## src/hdl/tss_pkg.sv

```systemverilog
// task slot scheduler package: request types, codes and controller/datapath links
// no dependencies
`timescale 1ns / 1ps
`default_nettype none

package tss_pkg;

    localparam int SLOT_COUNT_DEF   = 32;
    localparam int VECTOR_COUNT_DEF = 128;
    localparam int VEC_W            = 7;
    localparam int WOKEN_CNT_W      = 7;
    localparam logic [VEC_W-1:0] PREEMPT_RESET = 7'd40;
    localparam logic [WOKEN_CNT_W-1:0] WOKEN_MAX = 7'd63;

    typedef enum logic [2:0] {
        CMD_CREATE   = 3'd0,
        CMD_ARM      = 3'd1,
        CMD_WAIT     = 3'd2,
        CMD_INTR     = 3'd3,
        CMD_DISPATCH = 3'd4
    } t_cmd;

    typedef enum logic [1:0] {
        ST_EMPTY   = 2'd0,
        ST_RUN     = 2'd1,
        ST_RUNNING = 2'd2,
        ST_WAIT    = 2'd3
    } t_slot_st;

    typedef enum logic [1:0] {
        STS_OK            = 2'd0,
        STS_NO_FREE       = 2'd1,
        STS_NONE_RUNNABLE = 2'd2,
        STS_NO_ACTIVE     = 2'd3
    } t_status;

    typedef enum logic [1:0] {
        SCAN_FIND_EMPTY = 2'd0,
        SCAN_FIND_RUN   = 2'd1,
        SCAN_WAKE       = 2'd2
    } t_scan_mode;

    typedef struct packed {
        logic [2:0]       command;
        logic [VEC_W-1:0] vector;
    } t_in_req;

    typedef struct packed {
        logic [1:0] status;
        logic [4:0] slot_index;
        logic       preempted;
        logic [5:0] woken_count;
    } t_out_req;

    typedef struct packed {
        logic       capture;
        logic       init;
        t_status    init_status;
        logic       set_pre;
        logic       demote;
        logic       park;
        logic       mark_dispatched;
        logic       scan_start;
        logic       scan_from_ptr;
        logic       scan_run;
        t_scan_mode mode;
        logic       mask_read;
        logic       mask_write;
        logic       load_out;
    } t_dp_cmd;

    typedef struct packed {
        logic [2:0] cmd;
        logic       active_valid;
        logic       ever_dispatched;
        logic       vec_ok;
        logic       preempt_hit;
        logic       hit;
        logic       scan_done;
        logic       out_free;
    } t_dp_stat;

endpackage

`default_nettype wire

```

## src/hdl/tss_ctrl.sv

```systemverilog
// task slot scheduler controller: sequences each request through decode, a scan or a mask update, and reply
// depends on tss_pkg
`timescale 1ns / 1ps
`default_nettype none

module tss_ctrl (
    input  wire logic               i_clk,
    input  wire logic               i_rst_n,
    input  wire logic               i_in_valid,
    output logic                    o_in_stall,
    input  wire tss_pkg::t_dp_stat  i_stat,
    output tss_pkg::t_dp_cmd        o_cmd
);

    typedef enum logic [2:0] {
        S_IDLE,
        S_DECODE,
        S_SCAN,
        S_ARM_RD,
        S_ARM_WR,
        S_DONE
    } t_state;

    t_state              r_state, n_state;
    tss_pkg::t_scan_mode r_mode, n_mode;
    tss_pkg::t_dp_cmd    cmd;

    always_comb begin
        n_state         = r_state;
        n_mode          = r_mode;
        cmd             = '0;
        cmd.init_status = tss_pkg::STS_OK;
        cmd.mode        = r_mode;
        unique case (r_state)
            S_IDLE: begin
                cmd.capture = i_in_valid;
                if (i_in_valid) begin
                    n_state = S_DECODE;
                end
            end
            S_DECODE: begin
                cmd.init = 1'b1;
                n_state  = S_DONE;
                unique case (i_stat.cmd)
                    tss_pkg::CMD_CREATE: begin
                        cmd.init_status = tss_pkg::STS_NO_FREE;
                        cmd.scan_start  = 1'b1;
                        n_mode          = tss_pkg::SCAN_FIND_EMPTY;
                        n_state         = S_SCAN;
                    end
                    tss_pkg::CMD_ARM: begin
                        if (!i_stat.active_valid) begin
                            cmd.init_status = tss_pkg::STS_NO_ACTIVE;
                        end else if (i_stat.vec_ok) begin
                            n_state = S_ARM_RD;
                        end
                    end
                    tss_pkg::CMD_WAIT: begin
                        if (!i_stat.active_valid) begin
                            cmd.init_status = tss_pkg::STS_NO_ACTIVE;
                        end else begin
                            cmd.park = 1'b1;
                        end
                    end
                    tss_pkg::CMD_INTR: begin
                        if (i_stat.ever_dispatched) begin
                            cmd.demote     = i_stat.preempt_hit;
                            cmd.set_pre    = i_stat.preempt_hit;
                            cmd.scan_start = 1'b1;
                            n_mode         = tss_pkg::SCAN_WAKE;
                            n_state        = S_SCAN;
                        end
                    end
                    tss_pkg::CMD_DISPATCH: begin
                        cmd.init_status     = tss_pkg::STS_NONE_RUNNABLE;
                        cmd.demote          = i_stat.active_valid;
                        cmd.mark_dispatched = 1'b1;
                        cmd.scan_start      = 1'b1;
                        cmd.scan_from_ptr   = 1'b1;
                        n_mode              = tss_pkg::SCAN_FIND_RUN;
                        n_state             = S_SCAN;
                    end
                    default: begin
                        n_state = S_DONE;
                    end
                endcase
            end
            S_SCAN: begin
                cmd.scan_run = 1'b1;
                if (i_stat.hit || i_stat.scan_done) begin
                    n_state = S_DONE;
                end
            end
            S_ARM_RD: begin
                cmd.mask_read = 1'b1;
                n_state       = S_ARM_WR;
            end
            S_ARM_WR: begin
                cmd.mask_write = 1'b1;
                n_state        = S_DONE;
            end
            S_DONE: begin
                cmd.load_out = i_stat.out_free;
                if (i_stat.out_free) begin
                    n_state = S_IDLE;
                end
            end
            default: begin
                n_state = S_IDLE;
            end
        endcase
    end

    always_ff @(posedge i_clk) begin
        if (!i_rst_n) begin
            r_state <= S_IDLE;
            r_mode  <= tss_pkg::SCAN_FIND_EMPTY;
        end else begin
            r_state <= n_state;
            r_mode  <= n_mode;
        end
    end

    assign o_in_stall = (r_state != S_IDLE);
    assign o_cmd      = cmd;

endmodule

`default_nettype wire

```

## config.mk

```make
export PLATFORM = sky130hd
export DESIGN_NAME = tss_ctrl
export DESIGN_NICKNAME = d
export VERILOG_FILES = /design/src/hdl/tss_pkg.sv /design/src/hdl/tss_ctrl.sv
export SDC_FILE = /design/constraint.sdc
export NUM_CORES = 1
export LEC_CHECK = 0
export ABC_AREA = 1
export BUFFER_PORTS_ARGS = -buffer_cell sky130_fd_sc_hd__buf_2
export CAP_MARGIN = 40
export CORE_MARGIN = 4
export CORE_UTILIZATION = 30
export DETAILED_ROUTE_END_ITERATION = 10
export GPL_TIMING_DRIVEN = 0
export SYNTH_ARGS = -nofsm -noshare
export SYNTH_HDL_FRONTEND = slang
export SYNTH_SLANG_ARGS = --single-unit
```

## constraint.sdc

```tcl
create_clock -name i_clk -period 1.05 [get_ports i_clk]
set_input_delay 0.0525 -clock i_clk [delete_from_list [all_inputs] [get_ports i_clk]]
set_output_delay 0.0525 -clock i_clk [all_outputs]
set_load 0.03 [all_outputs]
```

==> flow_metrics.tcl <==
set metrics [dict create \
    clock_skew_ns 0.00177 \
    mappedNetlistNets 92 \
    dp_hpwl_um 1010 \
    count_of_final_setup_violators 20 \
    cpPeakStageDelay_ns 0.36 \
    layout.filler_cells 115 \
    floorplan.die.width_um 47.4 \
    flow.area_growth_from_synthesis_pct 114 \
    drt_iter0_drc 3 \
    antenna_cells_inserted 0 \
    hold_violations 0 \
    avgRoutedWirePerCell_um 12.3 \
    cts_inserted_buffers 3 \
    grt_setup_unrepaired "true" \
    detail_route.first_pass.iterations 2 \
    vdd.ir_drop.worst_mv 0.892 \
    critical_path_type "reg -> out" \
    clk_pin_slew_worst_paths_ns 0.04 \
    cts_max_path_buffers 2 \
    critPathCaptureType "output port" \
    static-leakage-power_nw 0.475 \
    critical-path-slowest-cell "sky130_fd_sc_hd__dfxtp_4" \
    maxSlewHeadroom 0.822 \
    std_cell_rows 13 \
    pwr_density_cell_nw_per_um2 1620 \
    netlist-cell-type-count 21 \
    drv_slew 0 \
    highest_clock_rate_ghz 0.713 \
    wl_um 1710 \
    cts_tree "built" \
    antenna_violating_nets_post_route 0 \
    routabilityCongestion 0.733 \
    viasPerCell 4.81 \
    portBuffers 29 \
    io-pin-count 30 \
    cts_hold_buffers 0 \
    groute.usage.overall 0.148 \
    grt.overflow.total 0 \
    dr_total_vias 669 \
    hold_class "in -> reg" \
    crit_family "buffers and inverters" \
    final_cell_utilization_of_the_core 0.719 \
    core_area_um2 1380 \
    fin_crit_ns 1.40 \
    synth_seq_area_share 0.215 \
    syn_avg_cell_area_um2 5.89 \
    starting_density_of_the_core 0.337 \
    synthesis.instances 79 \
    worst-endpoint-arrival_ns 1.35 \
    grt_first_pass_wirelength_um 2310 \
    number_of_synthesized_register_bits 5 \
    cp_data_required_time_ns 1.00 \
    design.die.area_um2 2250 \
    cts.sink_count 5 \
    clk_latency_ns 0.24 \
    violated_checks "setup timing" \
    timing.hold.ws_ns 0.0411 \
    grt_pass1_vias 551 \
    h-tree-depth 1 \
    antenna_found_initial 0 \
    post_route_cells_drive_above_1_share 0.694 \
    startpoint_type "flop" \
    num-nets-final 138 \
    synthesis.area_um2 465 \
    die_height_um 47.4 \
    worst-slew-pin-transition_ns 0.267 \
    crit_buf_inv 4 \
    outcome "finished with violations" \
    critical_path_peak_fanout 5 \
    crit_chain "inv_4, nor3_4, inv_4, buf_6, a21oi_2, buf_6" \
    post-route-period-util 1.33 \
    number_of_drc_violations_after_detailed_routing 0 \
    yosys_warnings 0 \
    max_cap_check_violation_count 0 \
    grt_start_max_net_pins 8 \
    worst_slack_ns -0.352 \
    root_buffer "sky130_fd_sc_hd__clkbuf_4" \
]
==> logic make-up (layout without fill, tap and decap cells) <==
family,count (synthesis),in the layout,synth area share
buffers and inverters,14,59,0.126
AND/OR/NAND/NOR,50,50,0.543
AO/OA/AOI/OAI,10,10,0.116
flip-flops,5,5,0.215
==> layer usage <==
metal / up-vias / routed length, um / global-route usage
met5: - / 0 / 0
met4: 0 / 21 / 0.0829
met3: 2 / 112 / 0.0575
met2: 21 / 929 / 0.241
met1: 305 / 648 / 0.164
li1: 341 / - / -
==> worst paths after layout <==
| path | cells past startpoint | from | end | slack [ns] |
|---|---|---|---|---|
| worst max-delay path | 6 | r_state[0] | o_cmd[10] | -0.35 |
| worst min-delay path | 3 | i_rst_n | r_mode[1] | 0.04 |
| worst max register to register | 8 | r_state[0] | r_mode[0] | -0.21 |
| worst min register to register | 2 | r_mode[1] | r_mode[1] | 0.49 |
==> Yosys cell counts <==
master,n,area share
sky130_fd_sc_hd__nand3_1,5,0.054
sky130_fd_sc_hd__nor2_1,17,0.14
sky130_fd_sc_hd__buf_4,1,0.016
sky130_fd_sc_hd__nor2_2,2,0.027
sky130_fd_sc_hd__a21oi_1,6,0.065
sky130_fd_sc_hd__nand4_1,1,0.013
sky130_fd_sc_hd__nand3b_1,1,0.016
sky130_fd_sc_hd__nor3_2,1,0.022
sky130_fd_sc_hd__o21ai_1,1,0.011
sky130_fd_sc_hd__nor4_1,1,0.013
sky130_fd_sc_hd__a21oi_2,1,0.019
sky130_fd_sc_hd__inv_4,1,0.013
sky130_fd_sc_hd__nand2_4,1,0.024
sky130_fd_sc_hd__nor2_8,1,0.043
sky130_fd_sc_hd__nor3_4,1,0.035
sky130_fd_sc_hd__nor3_1,2,0.022
sky130_fd_sc_hd__inv_2,2,0.016
sky130_fd_sc_hd__inv_1,10,0.081
sky130_fd_sc_hd__dfxtp_1,5,0.22
sky130_fd_sc_hd__o21ai_0,2,0.022
sky130_fd_sc_hd__nand2_1,17,0.14
==> metrics by stage <==
stage | std cells | cell area [um^2] | setup WS (ns) | setup TNS [ns] | power, mW
3_3_place_gp | 123 | 654 | -0.283 | -1.58 | 0.861
2_1_floorplan | 79 | 490 | -0.520 | -4.82 | 0.720
3_5_place_dp | 123 | 654 | -0.301 | -1.67 | 0.865
5_1_grt | 139 | 995 | -0.423 | -6.02 | 1.71
6_report | 139 | 995 | -0.352 | -4.72 | 1.61
4_1_cts | 134 | 838 | -0.391 | -4.47 | 1.35
==> final cells by class <==
cell class / instances / area, um^2 / share of cell area
plain buffers: 1 / 7.51 / 0.00755
clock buffers: 4 / 26.3 / 0.0264
inverters: 13 / 57.6 / 0.0579
multi-input cells: 60 / 437 / 0.439
flip-flops and latches: 5 / 111 / 0.112
well taps: 15 / 18.8 / 0.0189
repair buffers: 41 / 337 / 0.338
==> power breakdown <==
group	switching [mW]	internal (mW)	total, mW
Clock	0.0772	0.144	0.221
Sequential	0.0427	0.229	0.272
Combinational	0.623	0.493	1.12
Total	0.743	0.866	1.61
==> cells in the final DEF, fill, tap and decap left out <==
master                        n
sky130_fd_sc_hd__o21ai_0      2
sky130_fd_sc_hd__clkbuf_1     1
sky130_fd_sc_hd__buf_4       11
sky130_fd_sc_hd__nand4_1      1
sky130_fd_sc_hd__a21oi_2      5
sky130_fd_sc_hd__nand3_1      3
sky130_fd_sc_hd__nor3_2       1
sky130_fd_sc_hd__clkbuf_4     3
sky130_fd_sc_hd__nor2_2       3
sky130_fd_sc_hd__a21oi_1      2
sky130_fd_sc_hd__o21ai_2      1
sky130_fd_sc_hd__nand2_2      7
sky130_fd_sc_hd__dfxtp_1      2
sky130_fd_sc_hd__nand2_4      2
sky130_fd_sc_hd__inv_2        3
sky130_fd_sc_hd__nor2_8       1
sky130_fd_sc_hd__buf_6       17
sky130_fd_sc_hd__nor3_4       3
sky130_fd_sc_hd__nor2_1      10
sky130_fd_sc_hd__dfxtp_4      3
sky130_fd_sc_hd__inv_4        2
sky130_fd_sc_hd__clkinvlp_4   1
sky130_fd_sc_hd__nand3b_1     1
sky130_fd_sc_hd__nand2_1      9
sky130_fd_sc_hd__inv_1        7
sky130_fd_sc_hd__nor2_4       6
sky130_fd_sc_hd__buf_2       14
sky130_fd_sc_hd__nor4_2       1
sky130_fd_sc_hd__nand3_2      2
==> flip-flops by register name, summed over array words and instances (netlist names) <==
signal   cells
r_mode       2
r_state      3
==> worst register-to-register path, stage by stage, from the launching register on <==
cell and delay, ns:
sky130_fd_sc_hd__dfxtp_4 0.36, sky130_fd_sc_hd__inv_4 0.04, sky130_fd_sc_hd__nor3_4 0.23, sky130_fd_sc_hd__inv_4 0.06, sky130_fd_sc_hd__buf_6 0.15, sky130_fd_sc_hd__nor2_8 0.10, sky130_fd_sc_hd__inv_2 0.05, sky130_fd_sc_hd__a21oi_2 0.12
sky130_fd_sc_hd__nor2_2 0.04
==> timing repair <==
item                       CTS  global route
pin swaps                    3            12
setup buffers                7             6
gates resized for setup     34            33
setup endpoints to repair   19            20
(Power assumes the default switching activity.)
